File: src/pcgbr_pkg.sv
`timescale 1ns / 1ps
`default_nettype none

package pcgbr_pkg;

    // LCG multiplier, split into halves for the 32x32 multiplier
    localparam logic [63:0] PCG_MULT    = 64'h5851_F42D_4C95_7F2D;
    localparam logic [31:0] PCG_MULT_LO = PCG_MULT[31:0];
    localparam logic [31:0] PCG_MULT_HI = PCG_MULT[63:32];

    // Draws allowed in one range request
    localparam int RETRY_LIMIT = 1024;

    // Divider width and configuration index width
    localparam int DIV_W     = 32;
    localparam int CFG_IDX_W = 1;

    // Configuration register indexes
    localparam logic [CFG_IDX_W-1:0] CFG_SEED_STATE  = 1'b0;
    localparam logic [CFG_IDX_W-1:0] CFG_SEED_STREAM = 1'b1;

    // Request codes
    localparam logic [1:0] REQ_RESEED = 2'd0;
    localparam logic [1:0] REQ_RAW    = 2'd1;
    localparam logic [1:0] REQ_RANGE  = 2'd2;

    // Micro-operations driving the datapath
    typedef enum logic [4:0] {
        OP_NOP,
        OP_FETCH,
        OP_EMIT,
        OP_RES_TRIV,
        OP_RESEED,
        OP_ADD_SEED,
        OP_MUL_LL,
        OP_MUL_LH,
        OP_MUL_HL,
        OP_MUL_FIN,
        OP_RES_ZERO,
        OP_RES_RAND,
        OP_BOUND,
        OP_DIV_THR,
        OP_DIV_WAIT,
        OP_SAVE_THR,
        OP_TRY,
        OP_DIV_RAND,
        OP_RES_MOD
    } t_op;

    // Jump conditions
    typedef enum logic [2:0] {
        C_NEXT,
        C_ALWAYS,
        C_RESEED,
        C_RAW,
        C_RANGE,
        C_REJECT
    } t_cond;

    localparam int PC_W     = 6;
    localparam int UC_DEPTH = 34;

    typedef struct packed {
        t_op              op;
        t_cond            cond;
        logic [PC_W-1:0]  target;
    } t_uword;

    // Entry points of the program
    localparam logic [PC_W-1:0] ST_FETCH  = 6'd0;
    localparam logic [PC_W-1:0] ST_EMIT   = 6'd5;
    localparam logic [PC_W-1:0] ST_RESEED = 6'd6;
    localparam logic [PC_W-1:0] ST_RAW    = 6'd17;
    localparam logic [PC_W-1:0] ST_RANGE  = 6'd22;
    localparam logic [PC_W-1:0] ST_LOOP   = 6'd26;

    // Microcode program; a draw is the four steps MUL_LL .. MUL_FIN
    localparam t_uword UCODE [0:UC_DEPTH-1] = '{
        '{OP_FETCH,    C_NEXT,   ST_FETCH},   // 0  wait for a request
        '{OP_NOP,      C_RESEED, ST_RESEED},  // 1  dispatch
        '{OP_NOP,      C_RAW,    ST_RAW},     // 2
        '{OP_NOP,      C_RANGE,  ST_RANGE},   // 3
        '{OP_RES_TRIV, C_ALWAYS, ST_EMIT},    // 4  equal bounds or unused code
        '{OP_EMIT,     C_ALWAYS, ST_FETCH},   // 5  load output register
        '{OP_RESEED,   C_NEXT,   ST_FETCH},   // 6  reseed
        '{OP_MUL_LL,   C_NEXT,   ST_FETCH},   // 7
        '{OP_MUL_LH,   C_NEXT,   ST_FETCH},   // 8
        '{OP_MUL_HL,   C_NEXT,   ST_FETCH},   // 9
        '{OP_MUL_FIN,  C_NEXT,   ST_FETCH},   // 10
        '{OP_ADD_SEED, C_NEXT,   ST_FETCH},   // 11
        '{OP_MUL_LL,   C_NEXT,   ST_FETCH},   // 12
        '{OP_MUL_LH,   C_NEXT,   ST_FETCH},   // 13
        '{OP_MUL_HL,   C_NEXT,   ST_FETCH},   // 14
        '{OP_MUL_FIN,  C_NEXT,   ST_FETCH},   // 15
        '{OP_RES_ZERO, C_ALWAYS, ST_EMIT},    // 16
        '{OP_MUL_LL,   C_NEXT,   ST_FETCH},   // 17 raw draw
        '{OP_MUL_LH,   C_NEXT,   ST_FETCH},   // 18
        '{OP_MUL_HL,   C_NEXT,   ST_FETCH},   // 19
        '{OP_MUL_FIN,  C_NEXT,   ST_FETCH},   // 20
        '{OP_RES_RAND, C_ALWAYS, ST_EMIT},    // 21
        '{OP_BOUND,    C_NEXT,   ST_FETCH},   // 22 range request
        '{OP_DIV_THR,  C_NEXT,   ST_FETCH},   // 23
        '{OP_DIV_WAIT, C_NEXT,   ST_FETCH},   // 24
        '{OP_SAVE_THR, C_NEXT,   ST_FETCH},   // 25
        '{OP_MUL_LL,   C_NEXT,   ST_FETCH},   // 26 rejection loop
        '{OP_MUL_LH,   C_NEXT,   ST_FETCH},   // 27
        '{OP_MUL_HL,   C_NEXT,   ST_FETCH},   // 28
        '{OP_MUL_FIN,  C_NEXT,   ST_FETCH},   // 29
        '{OP_TRY,      C_REJECT, ST_LOOP},    // 30
        '{OP_DIV_RAND, C_NEXT,   ST_FETCH},   // 31
        '{OP_DIV_WAIT, C_NEXT,   ST_FETCH},   // 32
        '{OP_RES_MOD,  C_ALWAYS, ST_EMIT}     // 33
    };

    // XSH-RR output permutation of the old state
    function automatic logic [31:0] xsh_rr(input logic [63:0] s);
        logic [63:0] mix;
        logic [31:0] xs;
        logic [63:0] dbl;
        mix = ((s >> 18) ^ s) >> 27;
        xs  = mix[31:0];
        dbl = {xs, xs} >> s[63:59];
        return dbl[31:0];
    endfunction

endpackage

`default_nettype wire

File: src/pcg32_bounded_random.sv
// Range request: at most 1024 draws, two remainder passes of the bit-serial divider and
// 4 multiplier steps per draw. One request at a time: the next request is taken the
// cycle after the result is loaded, and a held result stalls the load.
// Reset (synchronous, active low) clears the generator state, increment and seed registers.
`timescale 1ns / 1ps
`default_nettype none

module pcg32_bounded_random #(
    parameter int RETRY_LIMIT = pcgbr_pkg::RETRY_LIMIT
) (
    input  wire logic                              i_clk,
    input  wire logic                              i_rst_n,
    input  wire logic                              i_req_valid,
    output logic                                   o_req_ready,
    input  wire logic [1:0]                        i_req_type,
    input  wire logic signed [31:0]                i_low_bound,
    input  wire logic signed [31:0]                i_high_bound,
    output logic                                   o_res_valid,
    input  wire logic                              i_res_ready,
    output logic [31:0]                            o_value,
    input  wire logic                              i_cfg_valid,
    output logic                                   o_cfg_ready,
    input  wire logic [pcgbr_pkg::CFG_IDX_W-1:0]   i_cfg_index,
    input  wire logic [63:0]                       i_cfg_data
);

    localparam int TRIES_W = $clog2(RETRY_LIMIT);
    localparam int PC_W    = pcgbr_pkg::PC_W;

    // Sequencer
    logic [PC_W-1:0]    r_pc;
    logic [PC_W-1:0]    n_pc;
    pcgbr_pkg::t_uword  w_uw;
    logic               w_stall;
    logic               w_take;

    // Architectural state and configuration
    logic [63:0] r_state;
    logic [63:0] r_inc;
    logic [63:0] r_seed_state;
    logic [63:0] r_seed_stream;

    // Request and working registers
    logic [1:0]         r_req_type;
    logic [31:0]        r_low;
    logic [31:0]        r_high;
    logic [31:0]        r_bound;
    logic [31:0]        r_thresh;
    logic [31:0]        r_rand;
    logic [31:0]        r_result;
    logic [63:0]        r_prod;
    logic [63:0]        r_acc;
    logic [TRIES_W-1:0] r_tries;

    // Output register
    logic        r_out_valid;
    logic [31:0] r_value;

    // Multiplier and divider wiring
    logic [31:0] w_mul_a;
    logic [31:0] w_mul_b;
    logic [63:0] w_mul_p;
    logic        w_div_start;
    logic [31:0] w_div_dvd;
    logic        w_div_busy;
    logic [31:0] w_div_rem;
    logic        w_emit_fire;

    assign w_uw = pcgbr_pkg::UCODE[r_pc];

    assign o_req_ready = (w_uw.op == pcgbr_pkg::OP_FETCH);
    assign o_cfg_ready = 1'b1;
    assign o_res_valid = r_out_valid;
    assign o_value     = r_value;

    assign w_emit_fire = (w_uw.op == pcgbr_pkg::OP_EMIT) && (!r_out_valid || i_res_ready);

    // Hold the step while waiting on a handshake or the divider
    always_comb begin
        w_stall = 1'b0;
        unique case (w_uw.op)
            pcgbr_pkg::OP_FETCH:    w_stall = !i_req_valid;
            pcgbr_pkg::OP_EMIT:     w_stall = !w_emit_fire;
            pcgbr_pkg::OP_DIV_WAIT: w_stall = w_div_busy;
            default:                w_stall = 1'b0;
        endcase
    end

    // Evaluate the jump condition
    always_comb begin
        w_take = 1'b0;
        unique case (w_uw.cond)
            pcgbr_pkg::C_NEXT:   w_take = 1'b0;
            pcgbr_pkg::C_ALWAYS: w_take = 1'b1;
            pcgbr_pkg::C_RESEED: w_take = (r_req_type == pcgbr_pkg::REQ_RESEED);
            pcgbr_pkg::C_RAW:    w_take = (r_req_type == pcgbr_pkg::REQ_RAW);
            pcgbr_pkg::C_RANGE:  w_take = (r_req_type == pcgbr_pkg::REQ_RANGE)
                                          && (r_low != r_high);
            pcgbr_pkg::C_REJECT: w_take = (r_rand < r_thresh)
                                          && (r_tries != TRIES_W'(RETRY_LIMIT - 1));
            default:             w_take = 1'b0;
        endcase
    end

    // Advance the step counter
    always_comb begin
        if (w_stall) begin
            n_pc = r_pc;
        end else if (w_take) begin
            n_pc = w_uw.target;
        end else begin
            n_pc = r_pc + 1'b1;
        end
    end

    always_ff @(posedge i_clk) begin
        if (!i_rst_n) begin
            r_pc <= pcgbr_pkg::ST_FETCH;
        end else begin
            r_pc <= n_pc;
        end
    end

    // Shared 32x32 multiplier, operands picked by the step
    always_comb begin
        w_mul_a = r_state[31:0];
        w_mul_b = pcgbr_pkg::PCG_MULT_LO;
        unique case (w_uw.op)
            pcgbr_pkg::OP_MUL_LH: begin
                w_mul_a = r_state[31:0];
                w_mul_b = pcgbr_pkg::PCG_MULT_HI;
            end
            pcgbr_pkg::OP_MUL_HL: begin
                w_mul_a = r_state[63:32];
                w_mul_b = pcgbr_pkg::PCG_MULT_LO;
            end
            default: begin
                w_mul_a = r_state[31:0];
                w_mul_b = pcgbr_pkg::PCG_MULT_LO;
            end
        endcase
    end

    assign w_mul_p = {32'd0, w_mul_a} * {32'd0, w_mul_b};

    // Remainder unit
    assign w_div_start = (w_uw.op == pcgbr_pkg::OP_DIV_THR)
                         || (w_uw.op == pcgbr_pkg::OP_DIV_RAND);
    assign w_div_dvd   = (w_uw.op == pcgbr_pkg::OP_DIV_THR) ? (32'd0 - r_bound) : r_rand;

    pcgbr_div u_div (
        .i_clk      (i_clk),
        .i_rst_n    (i_rst_n),
        .i_start    (w_div_start),
        .i_dividend (w_div_dvd),
        .i_divisor  (r_bound),
        .o_busy     (w_div_busy),
        .o_rem      (w_div_rem)
    );

    // Generator state and configuration registers
    always_ff @(posedge i_clk) begin
        if (!i_rst_n) begin
            r_state       <= '0;
            r_inc         <= '0;
            r_seed_state  <= '0;
            r_seed_stream <= '0;
        end else begin
            if (i_cfg_valid) begin
                case (i_cfg_index)
                    pcgbr_pkg::CFG_SEED_STATE:  r_seed_state  <= i_cfg_data;
                    pcgbr_pkg::CFG_SEED_STREAM: r_seed_stream <= i_cfg_data;
                    default: ;
                endcase
            end
            case (w_uw.op)
                pcgbr_pkg::OP_RESEED: begin
                    r_state <= '0;
                    r_inc   <= {r_seed_stream[62:0], 1'b1};
                end
                pcgbr_pkg::OP_ADD_SEED: r_state <= r_state + r_seed_state;
                pcgbr_pkg::OP_MUL_FIN:  r_state <= {r_acc[63:32] + r_prod[31:0], r_acc[31:0]};
                default: ;
            endcase
        end
    end

    // Working datapath
    always_ff @(posedge i_clk) begin
        case (w_uw.op)
            pcgbr_pkg::OP_FETCH: begin
                r_req_type <= i_req_type;
                r_low      <= i_low_bound;
                r_high     <= i_high_bound;
            end
            pcgbr_pkg::OP_MUL_LL: begin
                r_prod <= w_mul_p;
                r_rand <= pcgbr_pkg::xsh_rr(r_state);
            end
            pcgbr_pkg::OP_MUL_LH: begin
                r_acc  <= r_prod + r_inc;
                r_prod <= w_mul_p;
            end
            pcgbr_pkg::OP_MUL_HL: begin
                r_acc[63:32] <= r_acc[63:32] + r_prod[31:0];
                r_prod       <= w_mul_p;
            end
            pcgbr_pkg::OP_BOUND: begin
                r_bound <= r_high - r_low;
                r_tries <= '0;
            end
            pcgbr_pkg::OP_SAVE_THR: r_thresh <= w_div_rem;
            pcgbr_pkg::OP_TRY:      r_tries  <= r_tries + 1'b1;
            pcgbr_pkg::OP_RES_TRIV: begin
                r_result <= (r_req_type == pcgbr_pkg::REQ_RANGE) ? r_low : 32'd0;
            end
            pcgbr_pkg::OP_RES_ZERO: r_result <= 32'd0;
            pcgbr_pkg::OP_RES_RAND: r_result <= r_rand;
            pcgbr_pkg::OP_RES_MOD:  r_result <= w_div_rem + r_low;
            default: ;
        endcase
    end

    // Output register: load on emit, drop valid after the transfer
    always_ff @(posedge i_clk) begin
        if (!i_rst_n) begin
            r_out_valid <= 1'b0;
        end else if (w_emit_fire) begin
            r_out_valid <= 1'b1;
        end else if (i_res_ready) begin
            r_out_valid <= 1'b0;
        end
    end

    always_ff @(posedge i_clk) begin
        if (w_emit_fire) begin
            r_value <= r_result;
        end
    end

endmodule

`default_nettype wire

File: src/pcgbr_div.sv
`timescale 1ns / 1ps
`default_nettype none

module pcgbr_div (
    input  wire logic                      i_clk,
    input  wire logic                      i_rst_n,
    input  wire logic                      i_start,
    input  wire logic [pcgbr_pkg::DIV_W-1:0] i_dividend,
    input  wire logic [pcgbr_pkg::DIV_W-1:0] i_divisor,
    output logic                           o_busy,
    output logic [pcgbr_pkg::DIV_W-1:0]    o_rem
);

    localparam int W   = pcgbr_pkg::DIV_W;
    localparam int CNT_W = $clog2(W);

    logic             r_busy;
    logic [CNT_W-1:0] r_cnt;
    logic [W-1:0]     r_rem;
    logic [W-1:0]     r_dvd;
    logic [W-1:0]     r_dvs;

    logic [W:0]       w_shift;
    logic [W:0]       w_diff;
    logic [W-1:0]     n_rem;

    // Shift in one dividend bit, subtract when it fits
    always_comb begin
        w_shift = {r_rem, r_dvd[W-1]};
        w_diff  = w_shift - {1'b0, r_dvs};
        if (!w_diff[W]) begin
            n_rem = w_diff[W-1:0];
        end else begin
            n_rem = w_shift[W-1:0];
        end
    end

    // Control: one bit per cycle
    always_ff @(posedge i_clk) begin
        if (!i_rst_n) begin
            r_busy <= 1'b0;
            r_cnt  <= '0;
        end else if (i_start) begin
            r_busy <= 1'b1;
            r_cnt  <= '0;
        end else if (r_busy) begin
            r_cnt <= r_cnt + 1'b1;
            if (r_cnt == CNT_W'(W - 1)) begin
                r_busy <= 1'b0;
            end
        end
    end

    // Datapath
    always_ff @(posedge i_clk) begin
        if (i_start) begin
            r_rem <= '0;
            r_dvd <= i_dividend;
            r_dvs <= i_divisor;
        end else if (r_busy) begin
            r_rem <= n_rem;
            r_dvd <= {r_dvd[W-2:0], 1'b0};
        end
    end

    assign o_busy = r_busy;
    assign o_rem  = r_rem;

endmodule

`default_nettype wire
File: config.mk
export PLATFORM = sky130hd
export DESIGN_NAME = pcg32_bounded_random
export DESIGN_NICKNAME = d
export VERILOG_FILES = /design/src/pcgbr_pkg.sv /design/src/pcg32_bounded_random.sv /design/src/pcgbr_div.sv
export SDC_FILE = /design/constraint.sdc
export NUM_CORES = 2
export LEC_CHECK = 0
export BUFFER_PORTS_ARGS = -buffer_cell sky130_fd_sc_hd__buf_4
export CAP_MARGIN = 0
export CORE_MARGIN = 10
export CORE_UTILIZATION = 50
export DETAILED_ROUTE_END_ITERATION = 16
export GPL_TIMING_DRIVEN = 0
export PLACE_DENSITY = 0.66
export RECOVER_POWER = 25
export SLEW_MARGIN = 10
export SYNTH_ARGS = -nofsm -noshare
export SYNTH_HDL_FRONTEND = slang
export SYNTH_SLANG_ARGS = --single-unit
File: constraint.sdc
create_clock -name i_clk -period 14.8 [get_ports i_clk]
set_input_delay 2.96 -clock i_clk [delete_from_list [all_inputs] [get_ports i_clk]]
set_output_delay 2.96 -clock i_clk [all_outputs]
set_load 0.05 [all_outputs]
==> results.py <==
metrics = {
    "place": {
        "dp_hpwl_mm": 194,
        "routabilityCongestion": 1.00,
        "port_buffers": 168,
        "placed_area_sq_um": 69600,
        "pre_cts_ws_ps": 874,
    },
    "die": {
        "design.core.area_sq_um": 130000,
        "die_y_um": 382,
        "start_util_pct": 50.5,
        "dieArea_sq_um": 146000,
        "io_pins": 171,
        "rows": 132,
        "dieWidth_um": 382,
    },
    "synthesis": {
        "synthCells": 7135,
        "syn_area_sq_um": 65600,
        "ys_top_cells_by_area": "edfxtp_1 20%, fa_1 16%, ha_1 14%",
        "synthFlopType": "edfxtp_1",
        "syn_area_per_cell_sq_um": 9.20,
        "ys_seq_elements": 728,
        "yosysUniqueCellTypes": 94,
        "yosysMostFrequentCell": "inv_1",
        "yosys_warnings": 0,
        "synth_largest_area_cell": "edfxtp_1",
        "synth_edf_count": 428,
        "synthArstFlopShare_pct": 0,
        "netlist_top_cells_count": "925 x inv_1, 823 x nand2_1, 713 x ha_1",
        "synth_top_cell_area_share_pct": 19.6,
        "yosysSeqAreaShare_pct": 28.7,
    },
    "power_and_ir_drop": {
        "power_frac_comb_pct": 50.7,
        "ir_worst_vdd_uv": 110,
        "p_per_area_nw_per_um2": 142,
        "pwr-share-seq_pct": 28.2,
        "p_clk_share_pct": 21.1,
        "switching_share_pct": 43.7,
        "intPower_uw": 5780,
        "p_leak_uw": 0.0340,
        "p_sw_uw": 4490,
    },
    "timing": {
        "timing.setup.tns_ps": 0,
        "hold_viol_final": 0,
        "setup_violations": 0,
        "drv_slew": 30,
        "period_needed_ps": 13940,
        "timing.fmax_ghz": 0.0717,
        "slew_headroom_pct": -13.0,
        "skew_ps": 59.9,
        "min_period_over_period_pct": 94.2,
        "setup_ws_ps": 862,
        "grt_setup_unrepaired": "false",
        "tightestPinTransition_ps": 1690,
    },
    "layout": {
        "syn_to_final_growth_pct": 10.3,
        "drive_above_1_share_pct": 5.42,
        "nFillCells": 12000,
        "nets": 8830,
        "finalInstanceArea_sq_um": 72400,
    },
    "global_routing": {
        "grt_pass1_wl_mm": 343,
        "antenna_found_initial": 11,
        "grt_pass1_vias": 53400,
        "overflow": 0,
        "grt_max_degree": 64,
        "grt.total_usage_pct": 31.1,
    },
    "drt": {
        "routedWlPerCell_um": 25.1,
        "wl_mm": 232,
        "drc_errors": 0,
        "vias_per_cell": 5.83,
        "ant_nets": 0,
        "first_pass_iters": 6,
        "num_vias": 54000,
        "drt_iter0_drc": 4901,
    },
    "setup_path": {
        "end_kind": "flop",
        "critPathRequiredTime_ps": 15220,
        "crit_arrival_ps": 14360,
        "critical-path-slowest-cell": "nor2_1",
        "crit_fanout": 10,
        "path_common_cell": "fa_1",
        "critPathLaunchType": "flop",
        "critPathKind": "reg2reg",
        "cpPeakStageDelay_ps": 780,
    },
    "clock_network": {
        "htree_levels": 3,
        "cts_resized": 0,
        "clock_path_buffers": 3,
        "cts_tree": "done",
        "cts_buffers": 85,
        "clock_sinks": 728,
        "clk_latency_ps": 720,
        "post_cts_buffers": 0,
        "cts_root_buf": "clkbuf_16",
        "clk_pin_slew_ps": 60,
        "holdBufCountCts": 0,
    },
    "status": {
        "outcome": "finished with violations",
        "failed_checks": "capacitance limit, slew limit",
    },
    "hold_path": {
        "worstHoldPathType": "reg2reg",
    },
    "run": {
        "cap_violations": 1,
    },
}
[layout make-up]
cell class              count  area (sq um)  area share [%]
clock buffers             113          2370            3.27
flip-flops and latches    728         18900            26.0
diodes                      5          12.5          0.0173
multi-input cells        5220         42400            58.5
repair buffers            191          1540            2.13
inverters                 937          3520            4.86
clock inverters            46           494           0.683
plain buffers             280          1070            1.48
well taps                1742          2180            3.01
[stage by stage]
stage          power (uW)  std cells  hold slack (ps)  utilization [%]
6_report            10300       9262              416             55.7
5_1_grt             10900       9260              425             55.7
4_1_cts             10300       9257              417             55.7
3_5_place_dp         8050       9098              405             53.5
3_3_place_gp         7980       9075              401             53.2
2_1_floorplan        6350       7165              400                -
[flip-flops by register name, indices dropped and copies added (netlist names), 6 cells and up]
signal,flops
o_value,32
r_acc,64
r_bound,32
r_high,32
r_inc,64
r_low,32
r_pc,6
r_prod,64
r_rand,32
r_result,32
r_seed_state,64
r_seed_stream,63
r_state,64
r_thresh,32
r_tries,10
u_div.o_rem,32
u_div.r_dvd,32
u_div.r_dvs,32
[path summary, 6_finish.rpt]
kind / startpoint / endpoint / slack, ps / cells after the start
max reg2reg: r_pc[0] / r_prod[62] / 860 / 37
min: r_result[24] / o_value[24] / 420 / 0
min reg2reg: r_result[24] / o_value[24] / 420 / 0
max: r_pc[0] / r_prod[62] / 860 / 37
[power groups by stage]
stage | combinational (uW) | sequential (uW) | clock (uW)
after floorplan | 3490 | 2850 | 0
after global placement | 5020 | 2970 | 0
after detailed placement | 5120 | 2940 | 0
after CTS | 5170 | 2890 | 2190
after global routing | 5720 | 2910 | 2270
final | 5200 | 2900 | 2170
[logic make-up (layout without fill, tap and decap cells)]
group	after synthesis	in the layout	synth area share (%)
simple gates	1819	1819	12.2
xor+xnor	344	344	4.59
flops	728	728	28.7
mux	137	137	2.19
fa+ha+maj	1251	1251	30.0
other cells	2	37	0.0114
buf+inv	1217	1567	6.99
compound gates	1637	1637	15.2
[placed cells by master, fill, tap and decap left out, types with 30 or more instances in the layout]
master,n
ha_1,713
nand2b_1,34
clkbuf_4,60
mux2i_1,110
inv_1,923
o21a_1,44
a21oi_1,650
nor2_1,477
edfxtp_1,428
a21o_1,199
o211ai_1,30
a31oi_1,74
fa_1,538
clkbuf_16,88
clkbuf_1,274
nor2b_1,45
o21bai_1,53
a211oi_1,31
dfxtp_1,300
and3_1,53
o21ai_0,320
nand2_1,821
buf_4,108
nand3_1,105
xor2_1,134
nor3_1,77
conb_1,32
nand4_1,69
a22oi_1,30
xnor2_1,210
[metal layers]
metal | track usage [%] | wire length [um] | share of wire [%]
met5 | 0 | 46 | 0.020
met4 | 14.3 | 12700 | 5.5
met3 | 5.41 | 17000 | 7.3
met2 | 50.9 | 108000 | 46
met1 | 40.0 | 95200 | 41
[worst max-delay path: cells and delay by family, from the launching register on]
family | cells | cell delay, ps
flip-flops | 1 | 390
AND/OR/NAND/NOR | 7 | 2520
multiplexers | 1 | 120
AO/OA/AOI/OAI | 9 | 2860
XOR/XNOR | 1 | 170
buffers and inverters | 9 | 3020
adder cells (fa/ha/maj) | 10 | 4470
(Power assumes the default switching activity.)
